`src/hdl/bpc_pkg.sv`:
```
// shared types and constants of the barometer compensation block
`timescale 1ns / 1ps
`default_nettype none
package bpc_pkg;

  // decoded calibration coefficients, raw codes straight from the packed bytes
  typedef struct packed {
    logic [15:0] t1;
    logic [15:0] t2;
    logic [7:0]  t3;
    logic [15:0] p1;
    logic [15:0] p2;
    logic [7:0]  p3;
    logic [7:0]  p4;
    logic [15:0] p5;
    logic [15:0] p6;
    logic [7:0]  p7;
    logic [7:0]  p8;
    logic [15:0] p9;
    logic [7:0]  p10;
    logic [7:0]  p11;
  } calib_t;

  localparam int unsigned OUT_FRAC_BITS_DEF = 8;
  localparam int unsigned RAW_W   = 24;
  localparam int unsigned PRESS_W = 25;
  localparam int unsigned TEMP_W  = 16;
  localparam int unsigned T_W     = 36;
  localparam int unsigned P_W     = 60;
  localparam int unsigned ADDR_W  = 5;
  localparam int unsigned DATA_W  = 64;

  localparam int unsigned SEA_LEVEL_PA = 101325;
  localparam logic [PRESS_W-1:0] REF_PRESS_RESET = PRESS_W'(SEA_LEVEL_PA << 8);
  localparam logic signed [P_W-1:0] SEA_LEVEL_Q24 = P_W'(SEA_LEVEL_PA) << 24;
  localparam int CAL_OFFSET = 16384;

  localparam logic [1:0] REG_CALIB_LOW  = 2'd0;
  localparam logic [1:0] REG_CALIB_MID  = 2'd1;
  localparam logic [1:0] REG_CALIB_HIGH = 2'd2;
  localparam logic [1:0] REG_REF_PRESS  = 2'd3;

endpackage
`default_nettype wire

```
`src/hdl/bpc_temp.sv`:
```
// three stage temperature polynomial, q24 result
`timescale 1ns / 1ps
`default_nettype none
module bpc_temp (
  input  wire logic                              clk_i,
  input  wire logic                              rst_ni,
  input  wire logic                              en_i,
  input  wire logic                              valid_i,
  input  wire logic        [bpc_pkg::RAW_W-1:0]  raw_pressure_i,
  input  wire logic        [bpc_pkg::RAW_W-1:0]  raw_temperature_i,
  input  wire bpc_pkg::calib_t                   cal_i,
  output logic                                   valid_o,
  output logic             [bpc_pkg::RAW_W-1:0]  rp_o,
  output logic signed      [bpc_pkg::T_W-1:0]    t_o
);

  logic [2:0] v_q;
  logic [23:0] rp1_q, rp2_q, rp3_q;
  logic signed [25:0] td_d, td_q;
  logic signed [42:0] a_d, a_q;
  logic signed [51:0] sq_d, sq_q;
  logic signed [59:0] m3;
  logic signed [60:0] s3;
  logic signed [bpc_pkg::T_W-1:0] t_q;

  assign td_d = $signed({2'b00, raw_temperature_i}) - $signed({2'b00, cal_i.t1, 8'h00});
  assign a_d  = td_q * $signed({1'b0, cal_i.t2});
  assign sq_d = td_q * td_q;
  assign m3   = sq_q * $signed(cal_i.t3);
  assign s3   = (a_q >>> 6) + (m3 >>> 24);

  always_ff @(posedge clk_i or negedge rst_ni) begin
    if (!rst_ni) begin
      v_q <= '0;
    end else if (en_i) begin
      v_q <= {v_q[1:0], valid_i};
    end
  end

  always_ff @(posedge clk_i) begin
    if (en_i) begin
      rp1_q <= raw_pressure_i;
      td_q  <= td_d;
      rp2_q <= rp1_q;
      a_q   <= a_d;
      sq_q  <= sq_d;
      rp3_q <= rp2_q;
      t_q   <= s3[bpc_pkg::T_W-1:0];
    end
  end

  assign valid_o = v_q[2];
  assign rp_o    = rp3_q;
  assign t_o     = t_q;

endmodule
`default_nettype wire

```
`config.mk`:
```
export PLATFORM = sky130hd
export DESIGN_NAME = bpc_temp
export DESIGN_NICKNAME = d
export VERILOG_FILES = /design/src/hdl/bpc_pkg.sv /design/src/hdl/bpc_temp.sv
export SDC_FILE = /design/constraint.sdc
export NUM_CORES = 2
export LEC_CHECK = 0
export ABC_AREA = 0
export BUFFER_PORTS_ARGS = -buffer_cell sky130_fd_sc_hd__buf_4
export CAP_MARGIN = 20
export CORE_MARGIN = 2
export CORE_UTILIZATION = 65
export DETAILED_ROUTE_END_ITERATION = 16
export PLACE_DENSITY_LB_ADDON = 0.3
export SETUP_SLACK_MARGIN = 0.5
export SYNTH_ARGS = -nofsm -noshare
export SYNTH_HDL_FRONTEND = slang
export SYNTH_SLANG_ARGS = --single-unit
```
`constraint.sdc`:
```
create_clock -name clk_i -period 9.1 [get_ports clk_i]
set_clock_uncertainty 0.1 [all_clocks]
set_input_delay 0.455 -clock clk_i [delete_from_list [all_inputs] [get_ports clk_i]]
set_output_delay 0.455 -clock clk_i [all_outputs]
set_load 0.05 [all_outputs]
```
==> results.cfg <==
[run_status]
status = completed

[timing]
post-route-min-period_ps = 8250
relSlewSlack_pct = 20.2
hold_viol = 0
worstMarginPinSlew_ps = 1200
finalSetupViolCount = 0
rsz0062_at_grt = false
fin_setup_tns_ps = 0
min_period_over_period_pct = 90.7
fmax_mhz = 121
slew_viol_final = 0

[die]
die-height_um = 297
start_util_pct = 65.6
core-area_mm2 = 0.0850
die-area_mm2 = 0.0881
rows = 107
ios = 281
die_x_um = 297

[routing]
drt-initial-drc-count = 2376
postRouteAntennaNets = 0
viasPerCell = 5.48
num_vias = 37764
wirelength_mm = 132
wl_per_cell_um = 19.1
firstDrtPassIters = 6
drc_errors = 0

[grt]
grt_antenna_before_repair = 6
grt_pass1_wl_mm = 218
grt_start_max_net_pins = 88
first_global_vias = 41967
track_usage_pct = 31.4
overflow = 0

[clock_network]
cts_sinks = 221
cts_buffers = 26
post_cts_buffers = 0
htree_levels = 1
cts_buffer_depth = 3
root_buffer = clkbuf_16
path_clk_slew_ps = 60
insertion_delay_ps = 580
tritoncts = built

[layout]
layout-drive-gt1-share_pct = 5.26
syn_to_final_growth_pct = 6.65
fin_nets = 7662
final_cell_mix = inv_1 (1462), fa_1 (1307), and2_1 (571)
final_common_cell = inv_1

[worst_setup_path]
cp.arrival_ps = 8460
r2r-start = td_q[17]
crit_path_start = td_q[17]
slowest_stage = edfxtp_1
crit_buf_inv = 3
r2r_slack_ps = 850
critPathMostFrequentCell = fa_1
cp.required_ps = 9310
crit_family = adder cells
cp_slowest_stage_delay_ps = 820
reg2reg_depth = 22
cp-end-kind = flop
critical_path.startpoint_type = flop
critPathKind = flop to flop
path_max_fanout = 12
timing.rr.end = sq_q[50]
crit_chain = inv_1 > nor2_1 > fa_1 > inv_1 > fa_1 > fa_1 > fa_1 > fa_1 > fa_1 > inv_1 > fa_1 > ha_1 > a21o_1 > a21o_1 > a21oi_1 > o2111ai_1 > o21ai_1 > o21ai_1 > o31ai_2 > o21ai_1 > o221ai_1 > xnor2_1

[worst_hold_path]
min-delay-path-class = input port to asynchronous set/reset pin

[logic_synthesis]
ys_top_cells_by_area = fa_1 (47%), edfxtp_1 (12%), inv_1 (9.8%), ha_1 (9.4%), and2_1 (6.4%)
synth_edf_count = 218
synth_warnings = 0
async_flop_share_pct = 1.36
yosys.area.top_type_share_pct = 46.9
ys.flop_type = edfxtp_1
syn_area_per_cell_um2 = 9.93
synth-seq-cells = 221
synth_cells = 5615
yosysSeqAreaShare_pct = 11.9
synth_cell_types = 79
synth_area_mm2 = 0.0557
synth_largest_area_cell = fa_1

[placement]
hpwl_mm = 106
io_buffers = 152
gp_congestion = 0.937

[flow_run]
drv_cap = 0
-- metal layers --
layer,vias up,track usage (%),routed length [um]
li1,16765,-,-
met1,19256,40.4,50500
met2,1398,53.5,65100
met3,339,4.52,9950
met4,6,13.1,6050
met5,-,0,44
-- layout make-up --
cell class	instances	area [um2]
antenna	4	10.0
clock buffer	34	721
clock inverter	14	161
fill	6296	25600
inverter	1466	5510
multi-input combinational	3747	42900
sequential	221	6620
tap	1144	1430
timing repair buffer	256	2060
-- worst max path at each step --
stage / to / depth (start not counted)
2_1_floorplan: t_o[35] / 33
3_3_place_gp: t_o[35] / 31
3_5_place_dp: t_o[35] / 32
4_1_cts: t_o[35] / 29
5_1_grt: t_o[35] / 30
6_report: sq_q[50] / 22
-- kinds of logic after synthesis --
logic type	share of synthesized area [%]
DFF	11.9
other	0.0135
buffers and inverters	11.1
adders and majority gates	56.3
and+or+nand+nor	13.1
AOI/OAI and AO/OA	4.70
xor gates and xnor gates	2.79
muxes	0.0988
-- repair_timing --
action                     in CTS  in global routing
hold endpoints to repair       36                  0
setup endpoints to repair       0                  2
hold buffers                   34                  0
resized for setup               0                  1
-- stage by stage --
step / area [um2] / utilization, % / setup WS [ps] / cells / hold slack, ps
final: 59500 / 69.9 / 847 / 6886 / 119
after global routing: 59400 / 69.9 / 550 / 6882 / 99.9
after CTS: 59400 / 69.9 / 875 / 6881 / 78.8
after detailed placement: 58200 / 68.4 / 544 / 6799 / 147
after global placement: 58200 / 68.4 / 691 / 6799 / 145
after floorplan: 55800 / - / 1490 / 5617 / 59.4
-- state kept, by name, summed over array words and instances, names as in the netlist --
register / count
rp_o: 24
t_o: 36
v_q: 3
rp2_q: 24
a_q: 36
sq_q: 49
td_q: 25
rp1_q: 24
-- synthesized netlist by cell type (3+ instances only) --
cell	n
nand2_1	510
edfxtp_1	218
and3_1	12
nor2_1	174
o31ai_1	3
o211ai_1	8
nand3_1	31
dfrtp_1	3
nand2b_1	39
xor2_1	41
o21a_1	19
o21ai_1	14
a211o_1	4
a21boi_0	10
clkinv_1	3
fa_1	1307
o21ai_0	59
and4_1	4
a21oi_1	128
o2111ai_1	5
xnor2_1	134
clkbuf_1	181
o21bai_1	16
nand4_1	14
nand3b_1	3
a211oi_1	7
nor3_1	25
ha_1	417
or3_1	8
inv_1	1462
and2_1	571
or2_2	9
o31a_1	3
mux2_2	4
a21o_1	63
a31oi_1	12
nor2b_1	38
Power is left out: the tool's default activity adds up to more than one toggle a clock period on the data nets, which glitch-free logic cannot reach.
