$ cat src/hdl/bpc_pkg.sv
// shared types and constants of the barometer compensation block
`timescale 1ns / 1ps
`default_nettype none
package bpc_pkg;

  // decoded calibration coefficients, raw codes straight from the packed bytes
  typedef struct packed {
    logic [15:0] t1;
    logic [15:0] t2;
    logic [7:0]  t3;
    logic [15:0] p1;
    logic [15:0] p2;
    logic [7:0]  p3;
    logic [7:0]  p4;
    logic [15:0] p5;
    logic [15:0] p6;
    logic [7:0]  p7;
    logic [7:0]  p8;
    logic [15:0] p9;
    logic [7:0]  p10;
    logic [7:0]  p11;
  } calib_t;

  localparam int unsigned OUT_FRAC_BITS_DEF = 8;
  localparam int unsigned RAW_W   = 24;
  localparam int unsigned PRESS_W = 25;
  localparam int unsigned TEMP_W  = 16;
  localparam int unsigned T_W     = 36;
  localparam int unsigned P_W     = 60;
  localparam int unsigned ADDR_W  = 5;
  localparam int unsigned DATA_W  = 64;

  localparam int unsigned SEA_LEVEL_PA = 101325;
  localparam logic [PRESS_W-1:0] REF_PRESS_RESET = PRESS_W'(SEA_LEVEL_PA << 8);
  localparam logic signed [P_W-1:0] SEA_LEVEL_Q24 = P_W'(SEA_LEVEL_PA) << 24;
  localparam int CAL_OFFSET = 16384;

  localparam logic [1:0] REG_CALIB_LOW  = 2'd0;
  localparam logic [1:0] REG_CALIB_MID  = 2'd1;
  localparam logic [1:0] REG_CALIB_HIGH = 2'd2;
  localparam logic [1:0] REG_REF_PRESS  = 2'd3;

endpackage
`default_nettype wire

$ cat src/hdl/bpc_cfg.sv
// apb register file and calibration byte decode
`timescale 1ns / 1ps
`default_nettype none
module bpc_cfg (
  input  wire logic                         clk_i,
  input  wire logic                         rst_ni,
  input  wire logic                         psel,
  input  wire logic                         penable,
  input  wire logic                         pwrite,
  input  wire logic [bpc_pkg::ADDR_W-1:0]   paddr,
  input  wire logic [bpc_pkg::DATA_W-1:0]   pwdata,
  output logic      [bpc_pkg::DATA_W-1:0]   prdata,
  output logic                              pready,
  output bpc_pkg::calib_t                   cal_o,
  output logic      [bpc_pkg::PRESS_W-1:0]  ref_press_o
);

  logic [63:0] cal_low_q, cal_mid_q;
  logic [39:0] cal_high_q;
  logic [bpc_pkg::PRESS_W-1:0] ref_q;
  logic [1:0] idx;
  logic wr;
  logic [167:0] b;

  assign idx    = paddr[4:3];
  assign wr     = psel & penable & pwrite;
  assign pready = 1'b1;

  always_ff @(posedge clk_i or negedge rst_ni) begin
    if (!rst_ni) begin
      cal_low_q  <= '0;
      cal_mid_q  <= '0;
      cal_high_q <= '0;
      ref_q      <= bpc_pkg::REF_PRESS_RESET;
    end else if (wr) begin
      case (idx)
        bpc_pkg::REG_CALIB_LOW:  cal_low_q  <= pwdata;
        bpc_pkg::REG_CALIB_MID:  cal_mid_q  <= pwdata;
        bpc_pkg::REG_CALIB_HIGH: cal_high_q <= pwdata[39:0];
        bpc_pkg::REG_REF_PRESS:  ref_q      <= pwdata[bpc_pkg::PRESS_W-1:0];
        default: ;
      endcase
    end
  end

  always_comb begin
    case (idx)
      bpc_pkg::REG_CALIB_LOW:  prdata = cal_low_q;
      bpc_pkg::REG_CALIB_MID:  prdata = cal_mid_q;
      bpc_pkg::REG_CALIB_HIGH: prdata = {24'h0, cal_high_q};
      bpc_pkg::REG_REF_PRESS:  prdata = {39'h0, ref_q};
      default:                 prdata = '0;
    endcase
  end

  // byte i sits at b[8i +: 8]
  assign b = {cal_high_q, cal_mid_q, cal_low_q};

  assign cal_o.t1  = b[15:0];
  assign cal_o.t2  = b[31:16];
  assign cal_o.t3  = b[39:32];
  assign cal_o.p1  = b[55:40];
  assign cal_o.p2  = b[71:56];
  assign cal_o.p3  = b[79:72];
  assign cal_o.p4  = b[87:80];
  assign cal_o.p5  = b[103:88];
  assign cal_o.p6  = b[119:104];
  assign cal_o.p7  = b[127:120];
  assign cal_o.p8  = b[135:128];
  assign cal_o.p9  = b[151:136];
  assign cal_o.p10 = b[159:152];
  assign cal_o.p11 = b[167:160];
  assign ref_press_o = ref_q;

endmodule
`default_nettype wire

$ cat config.mk
export PLATFORM = sky130hd
export DESIGN_NAME = bpc_cfg
export DESIGN_NICKNAME = d
export VERILOG_FILES = /design/src/hdl/bpc_pkg.sv /design/src/hdl/bpc_cfg.sv
export SDC_FILE = /design/constraint.sdc
export NUM_CORES = 1
export LEC_CHECK = 0
export BUFFER_PORTS_ARGS = -buffer_cell sky130_fd_sc_hd__buf_4
export CAP_MARGIN = 20
export CORE_MARGIN = 2
export CORE_UTILIZATION = 46
export CTS_BUF_LIST = sky130_fd_sc_hd__clkbuf_4 sky130_fd_sc_hd__clkbuf_8
export CTS_CLUSTER_SIZE = 24
export DETAILED_ROUTE_END_ITERATION = 8
export PLACE_DENSITY = 0.79
export SYNTH_ARGS = -nofsm -noshare
export SYNTH_HDL_FRONTEND = slang
export SYNTH_SLANG_ARGS = --single-unit
$ cat constraint.sdc
create_clock -name clk_i -period 1.3 [get_ports clk_i]
set_clock_uncertainty 0.1 [all_clocks]
set_input_delay 0.13 -clock clk_i [delete_from_list [all_inputs] [get_ports clk_i]]
set_output_delay 0.13 -clock clk_i [all_outputs]
set_load 0.03 [all_outputs]
==> results of run 1 <==
layout make-up:
type / instances / area share, %
antenna: 1 / 0.0151
clock buffer: 19 / 1.54
clock inverter: 13 / 0.747
inverter: 1 / 0.0226
multi-input combinational: 319 / 23.0
sequential: 193 / 29.4
tap: 234 / 1.77
timing repair buffer: 692 / 43.6
worst max-delay path, stage by stage (launching register included):
cell     delay [ps]
dfrtp_2         450
mux4_2          520
buf_6           160
stage by stage:
step | total power [mW] | TNS [ps] | std cells
2_1_floorplan | 14.7 | -14040 | 550
3_3_place_gp | 19.2 | -52660 | 1153
3_5_place_dp | 19.4 | -55700 | 1153
4_1_cts | 27.4 | -32710 | 1407
5_1_grt | 30.5 | -49790 | 1472
6_report | 29.7 | -42180 | 1472
cell usage after synthesis, drive strengths merged:
library cell	count	area share (%)
nor2b	1	0.072
mux4	25	6.4
nand3	1	0.057
or3	1	0.072
o21ai	15	0.86
dfstp	10	3.0
buf	33	2.8
inv	1	0.043
mux2	193	27
nor2	25	1.1
or2	1	0.072
conb	1	0.043
nand4	1	0.072
mux2i	39	4.5
nand2	15	0.64
dfrtp	183	52
clkbuf	4	0.17
nor3	1	0.19
what timing repair did:
action / CTS / global route
hold endpoints to repair: 379 / 0
gates resized for setup: 400 / 132
setup buffers: 166 / 131
endpoints found under the setup margin: 241 / 256
cloned: 0 / 0
pin swaps: 4 / 3
hold buffers: 65 / 0
power breakdown:
part	leakage [nW]	total [mW]	internal, mW	switching (mW)
sequential	2.33	8.87	7.48	1.39
clock	0.193	4.05	1.63	2.42
combinational	5.56	16.8	8.84	7.95
total	8.08	29.7	17.9	11.8
logic make-up (layout without fill, tap and decap cells):
family	Yosys count	count (layout)
buffers and inverters	38	725
muxes	257	257
other	1	2
AOI/OAI and AO/OA	15	15
and+or+nand+nor	46	46
DFF	193	193
worst max-delay path by stage:
stage,to,cells after the start
floorplan,cal_mid_q[10]$_DFFE_PN0P_,6
global placement,cal_low_q[5]$_DFFE_PN0P_,5
detailed placement,cal_low_q[2]$_DFFE_PN0P_,5
CTS,prdata[6],2
global route,prdata[3],2
finish,prdata[18],2
metal layers:
metal | share of wire [%] | track usage, % | up-vias
li1 | - | - | 3329
met1 | 36 | 41.8 | 4236
met2 | 51 | 61.7 | 567
met3 | 8.5 | 8.81 | 141
met4 | 4.4 | 14.7 | 0
met5 | 0 | 0 | -
flip-flops by register name (all words and copies together) (netlist names):
signal	flops
cal_high_q	40
cal_low_q	64
cal_mid_q	64
ref_press_o	25
==> results.yml, run 1 <==
die:
  core-area_sq_mm: 0.0186
  start_util_pct: 46.8
  ios: 332
  die_area_sq_mm: 0.0201
  die_h_um: 142
  die_w_um: 142
  rows: 50
drt:
  wl_per_cell_um: 27.0
  route.detailed.drc: 0
  wirelength_um: 39700
  viasPerCell: 5.62
  drt-pass1-iter-count: 5
  num_vias: 8273
  antenna_left: 0
  drtIter0Drc: 507
sta:
  hold_violations: 0
  rsz0062_at_grt: "true"
  max_freq_ghz: 0.537
  setup_viol: 248
  fin_ws_ps: -561
  fin_crit_ps: 1860
  period_share_pct: 143
  slew_viol_final: 0
  holdWs_ps: 61.7
yosys:
  synth_top_family_by_area: "multiplexers"
  synth-adder-area-share_pct: 0
  synth-simple-area-share_pct: 2.25
  synth_compound_area_share_pct: 0.860
  ys_warn_count: 0
  ys_seq_area_share_pct: 55.4
  muxShareOfSynthArea_pct: 38.4
  synth_area_sq_mm: 0.00873
  synth_xor_area_share_pct: 0
  yosysUniqueCellTypes: 22
  synth_seq_cells: 193
  syn_nets: 624
  synthCells: 550
  syn_area_per_cell_sq_um: 15.9
grt:
  grt_antenna_before_repair: 1
  grt_first_pass_wirelength_um: 52900
  grt_use_total_pct: 35.3
  overflow: 0
  grt_pass1_vias: 8601
  grt_max_degree: 46
cells_and_area:
  final_layout_size_suffix_gt1_share_pct: 77.5
  layout_commonest_cell: "buf_6"
  multi_input_area_sq_mm: 0.00381
  regArea_sq_mm: 0.00487
  final_cell_mix: "430 x buf_6, 172 x buf_4, 164 x dfrtp_1, 128 x mux2_2, 65 x dlygate4sd3_1"
  fin_area_sq_mm: 0.0166
  nFillCells: 671
  nets: 1298
  post-route-util_pct: 88.9
  area_delta_synth_final_pct: 89.8
setup_path:
  rr_endpoint: "ref_press_o[6]$_DFFE_PN0P_"
  crit_required_ps: 1070
  start_kind: "flop"
  arrival_ps: 1630
  reg2reg_from: "ref_press_o[6]$_DFFE_PN0P_"
  worstSetupEndpointType: "primary output"
  r2r_slack_ps: -10
  crit_path_start: "ref_press_o[18]$_DFFE_PN0P_"
  crit_fanout: 2
  ff2ff_path_depth: 4
  critPathKind: "flop to primary output"
flow_run:
  maxCapViolations: 0
run_status:
  status: "finished with violations"
  failed_checks: "negative setup slack"
hold_path:
  hold_path_class: "input pin to async pin"
power:
  p_per_area_mw_per_mm2: 1790
  p_leak_nw: 8.08
  vdd_drop_max_uv: 1120
clock_tree:
  cts_made_buffers: 17
  cts_root_buffer: "clkbuf_8"
  cts_tree: "done"
  worstSkewPairLatency_ps: 470
  clkTransAtPathRegs_ps: 120
  clockBufferDepth: 2
  clock-sinks: 193
  ctsHtreeMaxLevel: 4
place:
  portBuffers: 327
  placed_area_sq_mm: 0.0121
  dpl_worst_slack_ps: -310
  hpwl_um: 18200
  gp_congestion: 0.799
No activity file was read; power rests on OpenSTA's default activity.
==> inputs of run 2 (changes only) <==
--- a/config.mk
+++ b/config.mk
@@ -9,3 +9,3 @@
 export CAP_MARGIN = 20
-export CORE_MARGIN = 2
+export CORE_MARGIN = 8
 export CORE_UTILIZATION = 46
@@ -15,2 +15,3 @@
 export PLACE_DENSITY = 0.79
+export SETUP_SLACK_MARGIN = 0.3
 export SYNTH_ARGS = -nofsm -noshare
==> constraint.sdc (replaced) <==
create_clock -name clk_i -period 1.3 [get_ports clk_i]
set_clock_uncertainty 0.1 [all_clocks]
set_input_delay 0.065 -clock clk_i [delete_from_list [all_inputs] [get_ports clk_i]]
set_output_delay 0.065 -clock clk_i [all_outputs]
set_load 0.03 [all_outputs]
==> results.yml, run 2 <==
clock_tree:
  ctsHtreeMaxLevel: 4
  cts_made_buffers: 17
  clockBufferDepth: 2
  clock-sinks: 193
  cts_root_buffer: "clkbuf_8"
yosys:
  netlist.area_leader.share_pct: 52.4
  synth_seq_cells: 193
  synth_most_common_cell: "dfrtp_1"
  synth_area_sq_mm: 0.00873
  ys_warn_count: 0
  ys_top_cells_by_count: "183 x dfrtp_1, 128 x mux2_2, 60 x mux2_4"
  syn_nets: 624
  synth_area_leader_cell: "dfrtp_1"
  syn_area_per_cell_sq_um: 15.9
  synth_edf_count: 0
  synthArstFlopShare_pct: 100
  synthCells: 550
  synthFlopType: "dfrtp_1"
  ys_seq_area_share_pct: 55.4
  yosysUniqueCellTypes: 22
  synthTopCellsByArea: "dfrtp_1 52%, mux2_2 17%, mux2_4 10%, mux4_2 6.4%, mux2i_1 4.5%"
die:
  die_w_um: 154
  start_util_pct: 46.8
  die_h_um: 154
  rows: 50
  ios: 332
place:
  portBuffers: 327
  dpl_worst_slack_ps: -179
  dp_cells: 1147
  gp_congestion: 0.794
  hpwl_um: 20100
grt:
  overflow: 604
  grt_antenna_before_repair: 8
  grt_max_degree: 41
  grt_use_total_pct: 83.8
run_status:
  lastStage: "global routing"
  status: "did not finish"
  error: "[ERROR GRT-0232] Routing congestion too high. Check the congestion heatmap in the GUI."
sta:
  worst_endpoint: "prdata[9]"
  worst-ep-kind: "top-level output"
==> run 2: cell counts after synthesis <==
No cell type changed its count.
==> run 2: per-stage QoR <==
step | TNS, ps | area [sq um] | utilization (%) | hold slack, ps
2_1_floorplan | -6130 | 9050 | - | -331
3_3_place_gp | -25290 | 12300 | 65.8 | -81.7
3_5_place_dp | -27590 | 12300 | 65.8 | -75.0
4_1_cts | -20400 | 15900 | 85.5 | -15.2
==> run 2: metal layers <==
layer / overflow / track usage [%]
met3: 6 / 74.4
met5: 3 / 28.5
met1: 6 / 78.5
met4: 236 / 94.1
met2: 353 / 98.1
==> run 2: cell families after synthesis <==
family,share of synthesized area (%)
compound gates,0.860
simple gates,2.25
mux,38.4
buf+inv,3.02
flops,55.4
other cells,0.0429
==> run 2: repair_timing <==
| item | CTS |
|---|---|
| hold buffers | 65 |
| setup buffers | 157 |
| pin swaps | 2 |
| endpoints found under the hold margin | 386 |
| gates resized for setup | 394 |
| setup endpoints to repair | 265 |
==> inputs of run 3 (changes only) <==
CORE_UTILIZATION = 40   (was 46)
CTS_BUF_LIST = default   (was sky130_fd_sc_hd__clkbuf_4 sky130_fd_sc_hd__clkbuf_8)
CTS_CLUSTER_SIZE = default   (was 24)
PLACE_DENSITY = default   (was 0.79)
PLACE_DENSITY_LB_ADDON = 0.15   (was default)
SETUP_SLACK_MARGIN = default   (was 0.3)
clock period = 1.7 ns   (was 1.3 ns; I/O delays follow)
==> results.yml, run 3 (synthesis gave the netlist of run 1 again) <==
grt:
  grt_first_pass_wirelength_um: 40600
  grt_use_total_pct: 19.3
  grt_max_degree: 64
  grt_antenna_before_repair: 0
  overflow: 0
  grt_pass1_vias: 7053
sta:
  worstMarginPinSlew_ps: 574
  slew_viol_final: 0
  rsz0062_at_grt: "true"
  setup_viol: 0
  relSlewSlack_pct: 61.7
  holdWs_ps: 98.4
  max_freq_ghz: 0.598
  hold_violations: 0
  fin_crit_ps: 1670
  period_share_pct: 98.4
hold_path:
  hold_path_class: "input pin to async pin"
clock_tree:
  worstSkewPairLatency_ps: 410
  clkTransAtPathRegs_ps: 80
  clock-sinks: 193
  cts_root_buffer: "clkbuf_16"
  cts_made_buffers: 17
  cts_tree: "done"
  clockBufferDepth: 2
  ctsHtreeMaxLevel: 4
setup_path:
  critPathKind: "flop to primary output"
  start_kind: "flop"
  crit_required_ps: 1510
  worstSetupEndpointType: "primary output"
  cpPeakStageDelay_ps: 490
  worstPathCellList: "mux4_2 > buf_6"
  slowest_stage: "mux4_2"
  critPathTopFamily: "multiplexers"
  arrival_ps: 1490
  cp_num_buf_inv: 1
  crit_fanout: 3
die:
  die_h_um: 164
  start_util_pct: 40.4
  core-area_sq_mm: 0.0216
  die_area_sq_mm: 0.0268
  die_w_um: 164
  rows: 54
  ios: 332
cells_and_area:
  final_layout_size_suffix_gt1_share_pct: 64.7
  regArea_sq_mm: 0.00484
  largestRegisters: "cal_low_q: 64 flops, cal_mid_q: 64 flops, cal_high_q: 40 flops"
  area_delta_synth_final_pct: 51.2
  layout_commonest_cell: "buf_4"
  nFillCells: 1702
  multi_input_area_sq_mm: 0.00364
  final_cell_mix: "360 x buf_4, 183 x dfrtp_1, 128 x mux2_2, 65 x dlygate4sd3_1, 60 x mux2_4"
  nets: 1062
drt:
  antenna_left: 0
  route.detailed.drc: 0
  drt-pass1-iter-count: 6
  viasPerCell: 5.01
  wirelength_um: 26200
  wl_per_cell_um: 20.4
  num_vias: 6420
  drtIter0Drc: 284
place:
  hpwl_um: 18600
  gp_congestion: 0.802
  portBuffers: 327
power:
  p_total_mw: 18.7
  p_leak_nw: 6.53
  p_per_area_mw_per_mm2: 1410
  vdd_drop_max_uv: 760
run_status:
  status: "finished clean"
flow_run:
  maxCapViolations: 0
-- run 3: area by class of cell --
type | instances | share of cell area (%)
inverter | 1 | 0.0284
tap | 280 | 2.65
clock inverter | 13 | 1.07
clock buffer | 19 | 3.28
sequential | 193 | 36.7
timing repair buffer | 456 | 28.7
antenna | 1 | 0.0190
multi-input combinational | 319 | 27.6
-- run 3: power by group --
part	internal (mW)	total, mW	switching (mW)	leakage [nW]
logic	3.65	8.09	4.44	3.90
registers	5.71	6.68	0.973	2.35
clock network	2.08	3.90	1.82	0.284
total	11.4	18.7	7.23	6.53
-- run 3: what timing repair did --
action | 4_1_cts | 5_1_grt
gates cloned | 0 | 0
setup buffers | 17 | 23
hold buffers | 65 | 0
resized for setup | 1 | 19
hold endpoints to repair | 293 | 0
endpoints found under the setup margin | 12 | 23
-- run 3: final timing paths --
path                       slack (ps)                   startpoint  cells past startpoint                           to
min reg2reg                       430   ref_press_o[4]$_DFFE_PN0P_                      1   ref_press_o[4]$_DFFE_PN0P_
min                               100                       rst_ni                      2    cal_mid_q[54]$_DFFE_PN0P_
max in group asynchronous         700                       rst_ni                      3  ref_press_o[16]$_DFFE_PN1P_
min in group clk_i                200                     paddr[4]                      4    cal_low_q[62]$_DFFE_PN0P_
max reg2reg                       560  ref_press_o[21]$_DFFE_PN0P_                      3  ref_press_o[21]$_DFFE_PN0P_
max                                30   cal_high_q[14]$_DFFE_PN0P_                      2                   prdata[14]
-- run 3: metrics by stage --
step	std cells	setup TNS [ps]	setup slack [ps]	cell area, sq um	utilization (%)
after CTS	1258	0	0.233	13000	59.9
after global routing	1281	-102	-15.5	13200	61.1
final	1282	0	27.7	13200	61.1
after global placement	1144	0	139	11600	53.7
after detailed placement	1144	0	126	11600	53.7
after floorplan	550	0	105	8730	-
-- run 3: metal layers --
layer / share of wire, % / vias to the layer above / global-route usage (%)
met1: 40 / 3280 / 23.4
met4: 1.6 / 0 / 5.91
li1: - / 2864 / -
met3: 7.6 / 32 / 5.04
met5: 0 / - / 0
met2: 51 / 244 / 33.1
